## src/hdl/b64d_pkg.sv

```systemverilog
// ----------------------------------------------------------------------------
// b64d_pkg
// Shared types, character codes and the character-to-sextet map for the
// base64 stream decoder.
// ----------------------------------------------------------------------------
package b64d_pkg;

    // Character codes
    localparam logic [7:0] CHAR_PAD     = 8'h3D;  // '='
    localparam logic [7:0] CHAR_UPPER_A = 8'h41;  // 'A'
    localparam logic [7:0] CHAR_UPPER_Z = 8'h5A;  // 'Z'
    localparam logic [7:0] CHAR_LOWER_A = 8'h61;  // 'a'
    localparam logic [7:0] CHAR_LOWER_Z = 8'h7A;  // 'z'
    localparam logic [7:0] CHAR_DIGIT_0 = 8'h30;  // '0'
    localparam logic [7:0] CHAR_DIGIT_9 = 8'h39;  // '9'
    localparam logic [7:0] CHAR_PLUS    = 8'h2B;  // '+'
    localparam logic [7:0] CHAR_MINUS   = 8'h2D;  // '-'
    localparam logic [7:0] CHAR_SLASH   = 8'h2F;  // '/'
    localparam logic [7:0] CHAR_UNDER   = 8'h5F;  // '_'

    // Sextet values and offsets
    localparam logic [5:0] SEXTET_62     = 6'd62;
    localparam logic [5:0] SEXTET_63     = 6'd63;
    localparam logic [5:0] OFFSET_LOWER  = 6'd26;
    localparam logic [5:0] OFFSET_DIGIT  = 6'd52;

    // Group position of the last character of a group
    localparam logic [1:0] POS_LAST = 2'd3;

    // Sextet lookup result
    typedef struct packed {
        logic       ok;
        logic [5:0] value;
    } b64d_sextet_t;

    // Completed group handed from the gatherer to the byte emitter
    typedef struct packed {
        logic [23:0] word;
        logic [1:0]  count;  // bytes to emit, 1 to 3
        logic        error;
    } b64d_group_t;

    // Map one character of either alphabet to its 6-bit value
    function automatic b64d_sextet_t sextet_of(input logic [7:0] c);
        b64d_sextet_t r;
        logic [7:0]   d;
        r.ok    = 1'b1;
        r.value = '0;
        d       = '0;
        case (c) inside
            [CHAR_UPPER_A:CHAR_UPPER_Z]:
            begin
                d       = c - CHAR_UPPER_A;
                r.value = d[5:0];
            end
            [CHAR_LOWER_A:CHAR_LOWER_Z]:
            begin
                d       = c - CHAR_LOWER_A;
                r.value = d[5:0] + OFFSET_LOWER;
            end
            [CHAR_DIGIT_0:CHAR_DIGIT_9]:
            begin
                d       = c - CHAR_DIGIT_0;
                r.value = d[5:0] + OFFSET_DIGIT;
            end
            CHAR_PLUS, CHAR_MINUS:
            begin
                r.value = SEXTET_62;
            end
            CHAR_SLASH, CHAR_UNDER:
            begin
                r.value = SEXTET_63;
            end
            default:
            begin
                r.ok = 1'b0;
            end
        endcase
        return r;
    endfunction

endpackage

```

## src/hdl/b64d_gather.sv

```systemverilog
// ----------------------------------------------------------------------------
// b64d_gather
// Decodes one character per beat, gathers sextets of a four-character group
// and hands the completed 24-bit group, byte count and error flag onward.
// ----------------------------------------------------------------------------
module b64d_gather
(
    input  logic                clk,
    input  logic                rst_n,
    input  logic                char_valid,
    output logic                char_ready,
    input  logic [7:0]          text_char,
    output logic                grp_valid,
    input  logic                grp_ready,
    output b64d_pkg::b64d_group_t grp
);
    import b64d_pkg::*;

    logic [1:0]   pos_reg,  pos_next;
    logic [17:0]  bits_reg, bits_next;
    logic [1:0]   pad_reg,  pad_next;
    logic         err_reg,  err_next;
    logic         accept;
    logic         is_pad;
    logic         err_char;
    logic [5:0]   sextet;
    logic [1:0]   pads;
    b64d_sextet_t lookup;

    // Stall only on the closing character while the emitter is full
    assign char_ready = (pos_reg != POS_LAST) || grp_ready;
    assign accept     = char_valid && char_ready;
    assign grp_valid  = char_valid && (pos_reg == POS_LAST);

    // Decode the character and work out the error and pad updates
    always_comb
    begin
        lookup   = sextet_of(text_char);
        is_pad   = (text_char == CHAR_PAD);
        sextet   = is_pad ? 6'd0 : lookup.value;
        pad_next = pad_reg;
        err_char = 1'b0;
        if (is_pad)
        begin
            if (pos_reg[1])
                pad_next = pad_reg + 2'd1;
            else
                err_char = 1'b1;
        end
        else
        begin
            if (!lookup.ok)
                err_char = 1'b1;
            if ((pos_reg == POS_LAST) && (pad_reg != 2'd0))
                err_char = 1'b1;
        end
        err_next = err_reg | err_char;
    end

    // Build the completed group
    always_comb
    begin
        pads      = (pad_next == 2'd3) ? 2'd2 : pad_next;
        grp.word  = {bits_reg, sextet};
        grp.count = 2'd3 - pads;
        grp.error = err_next;
    end

    // Advance the group state on each accepted beat, clear it after the last
    always_comb
    begin
        pos_next  = pos_reg;
        bits_next = bits_reg;
        if (accept)
        begin
            if (pos_reg == POS_LAST)
            begin
                pos_next  = 2'd0;
                bits_next = '0;
            end
            else
            begin
                pos_next  = pos_reg + 2'd1;
                bits_next = {bits_reg[11:0], sextet};
            end
        end
    end

    always_ff @(posedge clk or negedge rst_n)
    begin
        if (!rst_n)
        begin
            pos_reg  <= '0;
            bits_reg <= '0;
            pad_reg  <= '0;
            err_reg  <= 1'b0;
        end
        else if (accept)
        begin
            pos_reg  <= pos_next;
            bits_reg <= bits_next;
            if (pos_reg == POS_LAST)
            begin
                pad_reg <= '0;
                err_reg <= 1'b0;
            end
            else
            begin
                pad_reg <= pad_next;
                err_reg <= err_next;
            end
        end
    end

endmodule

```

## src/hdl/b64d_emit.sv

```systemverilog
// ----------------------------------------------------------------------------
// b64d_emit
// Holds one completed group and sends its bytes, most significant first,
// through a registered output stage, one byte per beat.
// ----------------------------------------------------------------------------
module b64d_emit
(
    input  logic                  clk,
    input  logic                  rst_n,
    input  logic                  grp_valid,
    output logic                  grp_ready,
    input  b64d_pkg::b64d_group_t grp,
    output logic                  out_valid,
    input  logic                  out_ready,
    output logic [7:0]            data_byte,
    output logic                  group_end,
    output logic                  bad_char
);
    import b64d_pkg::*;

    logic        held_valid_reg, held_valid_next;
    b64d_group_t held_reg;
    logic [1:0]  idx_reg,  idx_next;
    logic        out_valid_reg, out_valid_next;
    logic [7:0]  byte_reg, byte_next;
    logic        last_reg, last_next;
    logic        err_reg,  err_next;
    logic        load;
    logic        last_byte;
    logic        take;

    // Refill the output stage when it is empty or being drained
    assign load      = !out_valid_reg || out_ready;
    assign last_byte = (idx_reg == (held_reg.count - 2'd1));
    assign grp_ready = !held_valid_reg || (load && last_byte);
    assign take      = grp_valid && grp_ready;

    // Select the next byte of the held group
    always_comb
    begin
        case (idx_reg)
            2'd0:    byte_next = held_reg.word[23:16];
            2'd1:    byte_next = held_reg.word[15:8];
            2'd2:    byte_next = held_reg.word[7:0];
            default: byte_next = '0;
        endcase
        last_next = last_byte;
        err_next  = held_reg.error;
    end

    // Step the byte index and the hold slot
    always_comb
    begin
        out_valid_next  = out_valid_reg;
        held_valid_next = held_valid_reg;
        idx_next        = idx_reg;
        if (load)
        begin
            out_valid_next = held_valid_reg;
            if (held_valid_reg)
            begin
                if (last_byte)
                begin
                    held_valid_next = 1'b0;
                    idx_next        = 2'd0;
                end
                else
                begin
                    idx_next = idx_reg + 2'd1;
                end
            end
        end
        if (take)
        begin
            held_valid_next = 1'b1;
            idx_next        = 2'd0;
        end
    end

    // Control registers
    always_ff @(posedge clk or negedge rst_n)
    begin
        if (!rst_n)
        begin
            held_valid_reg <= 1'b0;
            idx_reg        <= '0;
            out_valid_reg  <= 1'b0;
        end
        else
        begin
            held_valid_reg <= held_valid_next;
            idx_reg        <= idx_next;
            out_valid_reg  <= out_valid_next;
        end
    end

    // Payload registers
    always_ff @(posedge clk)
    begin
        if (take)
            held_reg <= grp;
        if (load && held_valid_reg)
        begin
            byte_reg <= byte_next;
            last_reg <= last_next;
            err_reg  <= err_next;
        end
    end

    assign out_valid = out_valid_reg;
    assign data_byte = byte_reg;
    assign group_end = last_reg;
    assign bad_char  = err_reg;

endmodule

```

## src/hdl/base64_stream_decoder.sv

```systemverilog
// Output: a completed group goes into the emitter's hold slot, then its bytes
// pass through the output register one per cycle while m_axis_tready is high.
// Throughput: one character per cycle while m_axis_tready is high, set by the
// group hold slot, which drains a group while the next group's characters arrive.
// Reset: rst_n clears the group position, gathered bits, pad count, error
// flag and all valid flags; no beat is presented until new input arrives.
// ----------------------------------------------------------------------------
// base64_stream_decoder
// Base64 decoder for the standard and URL-safe alphabets: one character in
// per beat, up to three bytes out per four-character group.
// ----------------------------------------------------------------------------
module base64_stream_decoder
(
    input  logic       clk,
    input  logic       rst_n,
    input  logic       s_axis_tvalid,
    output logic       s_axis_tready,
    input  logic [7:0] s_axis_tdata,   // [7:0] text_char
    output logic       m_axis_tvalid,
    input  logic       m_axis_tready,
    output logic [7:0] m_axis_tdata,   // [7:0] data_byte
    output logic       m_axis_tlast,   // group_end
    output logic       m_axis_tuser    // [0] bad_char
);
    import b64d_pkg::*;

    logic        grp_valid;
    logic        grp_ready;
    b64d_group_t grp;

    // Decode and gather characters into groups
    b64d_gather u_gather
    (
        .clk        (clk),
        .rst_n      (rst_n),
        .char_valid (s_axis_tvalid),
        .char_ready (s_axis_tready),
        .text_char  (s_axis_tdata),
        .grp_valid  (grp_valid),
        .grp_ready  (grp_ready),
        .grp        (grp)
    );

    // Serialize group bytes onto the output stream
    b64d_emit u_emit
    (
        .clk        (clk),
        .rst_n      (rst_n),
        .grp_valid  (grp_valid),
        .grp_ready  (grp_ready),
        .grp        (grp),
        .out_valid  (m_axis_tvalid),
        .out_ready  (m_axis_tready),
        .data_byte  (m_axis_tdata),
        .group_end  (m_axis_tlast),
        .bad_char   (m_axis_tuser)
    );

endmodule

```

## config.mk

```make
export PLATFORM = sky130hd
export DESIGN_NAME = base64_stream_decoder
export DESIGN_NICKNAME = d
export VERILOG_FILES = /design/src/hdl/b64d_pkg.sv /design/src/hdl/b64d_gather.sv /design/src/hdl/b64d_emit.sv /design/src/hdl/base64_stream_decoder.sv
export SDC_FILE = /design/constraint.sdc
export NUM_CORES = 1
export LEC_CHECK = 0
export ABC_AREA = 1
export BUFFER_PORTS_ARGS = -buffer_cell sky130_fd_sc_hd__buf_2
export CELL_PAD_IN_SITES_DETAIL_PLACEMENT = 0
export CELL_PAD_IN_SITES_GLOBAL_PLACEMENT = 1
export CORE_UTILIZATION = 45
export CTS_CLUSTER_SIZE = 8
export DETAILED_ROUTE_END_ITERATION = 8
export PLACE_DENSITY = 0.83
export SLEW_MARGIN = 20
export SYNTH_ARGS = -nofsm -noshare
export SYNTH_HDL_FRONTEND = slang
export SYNTH_SLANG_ARGS = --single-unit
```

## constraint.sdc

```tcl
create_clock -name clk -period 4 [get_ports clk]
set_input_delay 0 -clock clk [delete_from_list [all_inputs] [get_ports clk]]
set_output_delay 0 -clock clk [all_outputs]
set_load 0.005 [all_outputs]
```

; Yosys cells after proc, flatten, opt, wreduce, memory -nomap -nowiden
; Index checks and enable logic that the tools add are counted.
; W data, S select, Z words.
[totals]
ff_bits = 64
latch_bits = 0
ram_bits = 0
rom_bits = 0
in_bits = 12
elab_cells = 93
n_memories = 0
[classes]
add_sub_neg = 10
multipliers = 0
div = 0
magnitude_cmp = 6
eq_ne = 11
n_shift = 0
mux = 31
bitwise = 1
n_reduce_logical = 21
[ops]
columns = operator, count
row1 = $mux W6, 6
row2 = $eq A8 B6 Y1 const B, 4
row3 = $pmux W8 S3, 1
row4 = $mux W18, 1
row5 = $mux W2, 9
row6 = $ge A8 B7 Y1 const B, 2
row7 = $le A8 B7 Y1 const B, 2
row8 = $mux W1, 14
row9 = $sub A6 B6 Y6 const B, 2
row10 = $logic_and A1 B1 Y1, 9
row11 = $eq A8 B7 Y1 const B, 1
row12 = $ge A8 B6 Y1 const B, 1
row13 = $le A8 B6 Y1 const B, 1
row14 = $add A2 B1 Y2 const B, 3
row15 = $add A6 B5 Y6 const B, 1
row16 = $add A6 B6 Y6 const B, 1
row17 = $eq A2 B2 Y1 const B, 3
row18 = $reduce_bool A2 Y1, 3
row19 = $sub A6 B1 Y6 const B, 1
row20 = $reduce_or A2 Y1, 2
row21 = $logic_or A1 B1 Y1, 3
row22 = $eq A2 B1 Y1 const B, 1
row23 = $eq A2 B2 Y1, 1
row24 = $logic_not A1 Y1, 2
row25 = other kinds (6), 6

; Depth between registers and ports, before layout
[logic_depth]
word_depth = 12
ltp_mapped = 13
ltp_nobuf = 13

; Cells and area by module
; Synthesis repeated with hierarchy kept, for this count alone.
[hier_totals]
hier_cells = 388
area_unflattened_um2 = 3363.2
[modules_own_cells]
columns = module, instances, cells_per_inst, area_per_inst_um2, seq_area_each_um2
row1 = b64d_gather, 1, 255, 1734.2, 575.6
row2 = b64d_emit, 1, 133, 1629.1, 1211.2

; Worst setup path before layout
; OpenSTA, ideal clock, no wires.
[synth_path]
path_kind = reg2reg
startpoint = register u_emit.idx_reg[0]
endpoint = register u_emit.held_reg, in the netlist u_emit.err_next (enable)
setup_ns = 0.386
arrival_time_ns = 1.604
setup_slack_ns = 2.010
path_stages_with_launch = 7
path_buffers = 0
synth_period_minus_slack_ns = 1.990
cell_sequence = dfrtp_1 inv_1 or2_0 nand2_1 nand3_1 nand2_1 and3_1
[synth_between]
elab_chain_len = 4
[synth_lines]
columns = item, line_no
row1 = start: declaration, b64d_emit.sv:23  ; logic [1:0] idx_reg, idx_next;
row2 = start signal: assignment, b64d_emit.sv:92  ; idx_reg <= idx_next;
row3 = $eq A2 B2 Y1, b64d_emit.sv:34  ; assign last_byte = (idx_reg == (held_reg.count - 2'd1));
row4 = $logic_and A1 B1 Y1, b64d_emit.sv:35  ; assign grp_ready = !held_valid_reg || (load && last_byte);
row5 = $logic_or A1 B1 Y1, b64d_emit.sv:35
row6 = $logic_and A1 B1 Y1, b64d_emit.sv:36  ; assign take = grp_valid && grp_ready;
row7 = net u_emit.take, b64d_emit.sv:30  ; logic take;
row8 = end signal: assignment, b64d_emit.sv:101  ; held_reg <= grp;
row9 = end: declaration, b64d_emit.sv:22  ; b64d_group_t held_reg;
; The timed path passes the listed nets, and every way through them passes these cells.
; A chain may end at the register's enable or synchronous reset.

; Worst setup path after layout
[layout_path]
startpoint = register u_emit.idx_reg[0]
endpoint = register u_emit.held_reg[26] (netlist bit) (enable)
; The elaborated chain is that of the path after synthesis.

==> flow_metrics.py <==
metrics = {
    "clock_network": {
        "clkTransAtPathRegs_ns": 0.06,
        "cts_tree": "done",
        "cts_made_buffers": 9,
        "clkSinkCount": 64,
        "clock_latency_ns": 0.33,
        "htreeDepth": 3,
        "clockRootBuffer": "clkbuf_8",
        "cts_setup_buffers": 0,
        "cts_buffer_depth": 2,
    },
    "detailed_routing": {
        "firstDrtPassIters": 4,
        "ant_nets": 0,
        "drtIter0Drc": 87,
        "wl_um": 5840,
        "avgViaCountPerCell": 4.69,
        "vias": 2349,
        "routedWlPerCell_um": 11.6,
        "drc": 0,
    },
    "setup_path": {
        "r2r-end": "u_emit.held_reg[26]",
        "critPathSlowestCell": "and3_2",
        "endpoint": "u_emit.held_reg[26]",
        "crit_chain": "inv_1 -> or2_0 -> nand2_1 -> nand3_1 -> nand2_1 -> and3_2",
        "required_ns": 3.97,
        "cp-startpoint": "u_emit.idx_reg[0]",
        "path_class": "reg2reg",
        "path_max_fanout": 27,
        "startpoint_type": "flop",
        "crit_arrival_ns": 1.91,
        "r2r_cells": 6,
        "crit_top_cell": "nand2_1",
        "critPathMaxStageDelay_ns": 0.55,
        "reg2reg_from": "u_emit.idx_reg[0]",
        "rrSetupSlack_ns": 2.05,
        "cp-end-kind": "flop",
    },
    "floorplanning": {
        "rows": 31,
        "fp.dieH_um": 88.8,
        "die_area_um2": 7880,
        "die_x_um": 88.8,
        "core_region_area_um2": 7250,
        "initial_core_util": 0.467,
        "ios": 24,
    },
    "logic_synthesis": {
        "syn-num-nets": 393,
        "synthCells": 366,
        "synth_area_um2": 3390,
        "synth.distinct_cells": 36,
        "ys_warn_count": 0,
        "ys.flop_type": "edfxtp_1",
        "synth_seq_cells": 64,
        "avgSynthCellArea_um2": 9.26,
        "synthArstFlopShare": 0.422,
        "synth_edf_count": 37,
        "yosysSeqAreaShare": 0.527,
    },
    "global_routing": {
        "gr-total-overflow": 0,
        "grtUsageMet1": 0.215,
        "grt_usage": 0.172,
        "grt_pass1_vias": 2239,
        "grt_max_degree": 28,
        "met3_usage": 0.0364,
        "antenna_found_initial": 0,
        "grt.busiest_layer": "met2",
        "grt_pass1_wl_um": 10100,
        "use_met2": 0.284,
    },
    "layout": {
        "syn_to_final_growth_pct": 13.0,
        "layout_common_cells": "113 x nand2_1, 46 x inv_1, 37 x edfxtp_1, 30 x nand3_1, 27 x dfrtp_1",
        "fin_nets": 424,
        "largest_reg_flops": 26,
        "antenna_cells": 0,
        "fillers": 686,
        "drive_gt1_frac": 0.194,
        "final_common_cell": "nand2_1",
    },
    "timing": {
        "slew_headroom": 0.591,
        "rsz0062_at_grt": "no",
        "tightest_slew_ns": 0.614,
        "fin_crit_sh": 0.486,
        "hold_viol_final": 0,
        "fin_setup_tns_ns": 0,
        "finClkSkew_ns": 0.00842,
        "worst_hold_slack_ns": 0.111,
        "period_minus_slack_ns": 1.95,
        "setup_viol": 0,
        "fmax_mhz": 514,
        "drv_slew": 0,
    },
    "power": {
        "power_leakage_nw": 1.86,
        "switching_share": 0.313,
        "seqPwrFrac": 0.468,
        "clockPowerShare": 0.274,
        "p_comb_frac": 0.258,
        "irDropWorstVdd_uv": 197,
        "pwr_density_cell_nw_per_um2": 538,
        "intPower_mw": 1.42,
        "p_sw_mw": 0.644,
    },
    "placed_design": {
        "gp_congestion": 0.807,
        "hpwl_um": 4430,
        "io_buffers": 23,
    },
    "run_status": {
        "status": "complete, no violations",
    },
    "flow_run": {
        "max-cap-violations": 0,
    },
    "min_path": {
        "hold_class": "in2reg",
    },
}
-- kinds of logic (layout without fill, tap and decap cells) --
logic type	count (synthesis)	count (layout)	share of synthesized area
AND/OR/NAND/NOR	184	184	0.267
buffers and inverters	62	98	0.0757
AO/OA/AOI/OAI	35	35	0.0595
adder cells (fa/ha/maj)	15	15	0.0554
flip-flops	64	64	0.527
XOR/XNOR	6	6	0.0155
-- synth_stat cells (3+ instances only) --
cell,n,area [um^2]
nand2_2,6,37.5
dfrtp_1,27,676
o21ai_2,3,26.3
o21ai_0,16,80.1
nor2_1,9,33.8
edfxtp_1,37,1110
o22ai_1,4,25.0
nand3_2,6,60.1
nand3_1,30,150
inv_1,46,173
a21oi_1,5,25.0
nand2_4,6,67.6
ha_1,15,188
nand2_1,113,424
inv_2,7,26.3
nand4_1,3,18.8
xor2_1,4,35.0
o21ai_1,3,15.0
clkbuf_1,3,11.3
-- worst min-delay path by stage --
| stage | start | end | slack (ns) | cells after the start |
|---|---|---|---|---|
| floorplan | rst_n | u_emit.held_valid_reg | -0.30 | 0 |
| global placement | rst_n | u_emit.out_valid | 0.04 | 1 |
| detailed placement | rst_n | u_emit.held_valid_reg | 0.04 | 1 |
| CTS | s_axis_tdata[0] | u_gather.bits_reg[0] | 0.09 | 4 |
| global route | s_axis_tdata[0] | u_gather.bits_reg[0] | 0.14 | 4 |
| finish | s_axis_tdata[0] | u_gather.bits_reg[0] | 0.11 | 4 |
-- power groups by stage --
stage | logic (mW) | registers (mW) | clock network (mW)
2_1_floorplan | 0.391 | 0.965 | 0
3_3_place_gp | 0.528 | 0.972 | 0
3_5_place_dp | 0.532 | 0.976 | 0
4_1_cts | 0.538 | 0.964 | 0.580
5_1_grt | 0.627 | 0.980 | 0.601
6_report | 0.532 | 0.964 | 0.564
-- routing by layer --
layer / up-vias / routed length (um)
met5: - / 0
met1: 1053 / 2820
met2: 39 / 2760
li1: 1247 / -
met4: 0 / 137
met3: 10 / 117
-- cell type report --
type                            instances  area, um^2  share of cell area
Clock buffer                           13         169              0.0441
Tap cell                               99         124              0.0324
Clock inverter                          3        40.0              0.0105
Multi-Input combinational cell        240        1350               0.352
Sequential cell                        64        1790               0.467
Timing Repair Buffer                   27         153              0.0399
Inverter                               55         210              0.0549
-- per-stage QoR --
stage / utilization / power [mW] / area [um^2] / worst slack [ns] / std cells
floorplan: - / 1.36 / 3390 / 2.01 / 366
global placement: 0.495 / 1.50 / 3590 / 1.79 / 482
detailed placement: 0.495 / 1.51 / 3590 / 1.70 / 482
CTS: 0.528 / 2.08 / 3830 / 1.69 / 501
global route: 0.528 / 2.21 / 3830 / 1.93 / 501
finish: 0.528 / 2.06 / 3830 / 2.05 / 501
-- critical path, delay by kind of cell (launching register included) --
kind	cells	cell delay (ns)
buffers and inverters	1	0.11
DFF	1	0.41
and+or+nand+nor	5	1.05
-- repair_timing --
action / 4_1_cts / 5_1_grt
gates resized for setup: 0 / 0
hold buffers: 3 / 0
endpoints found under the hold margin: 29 / 0
Power figures use the tool's default switching activity.
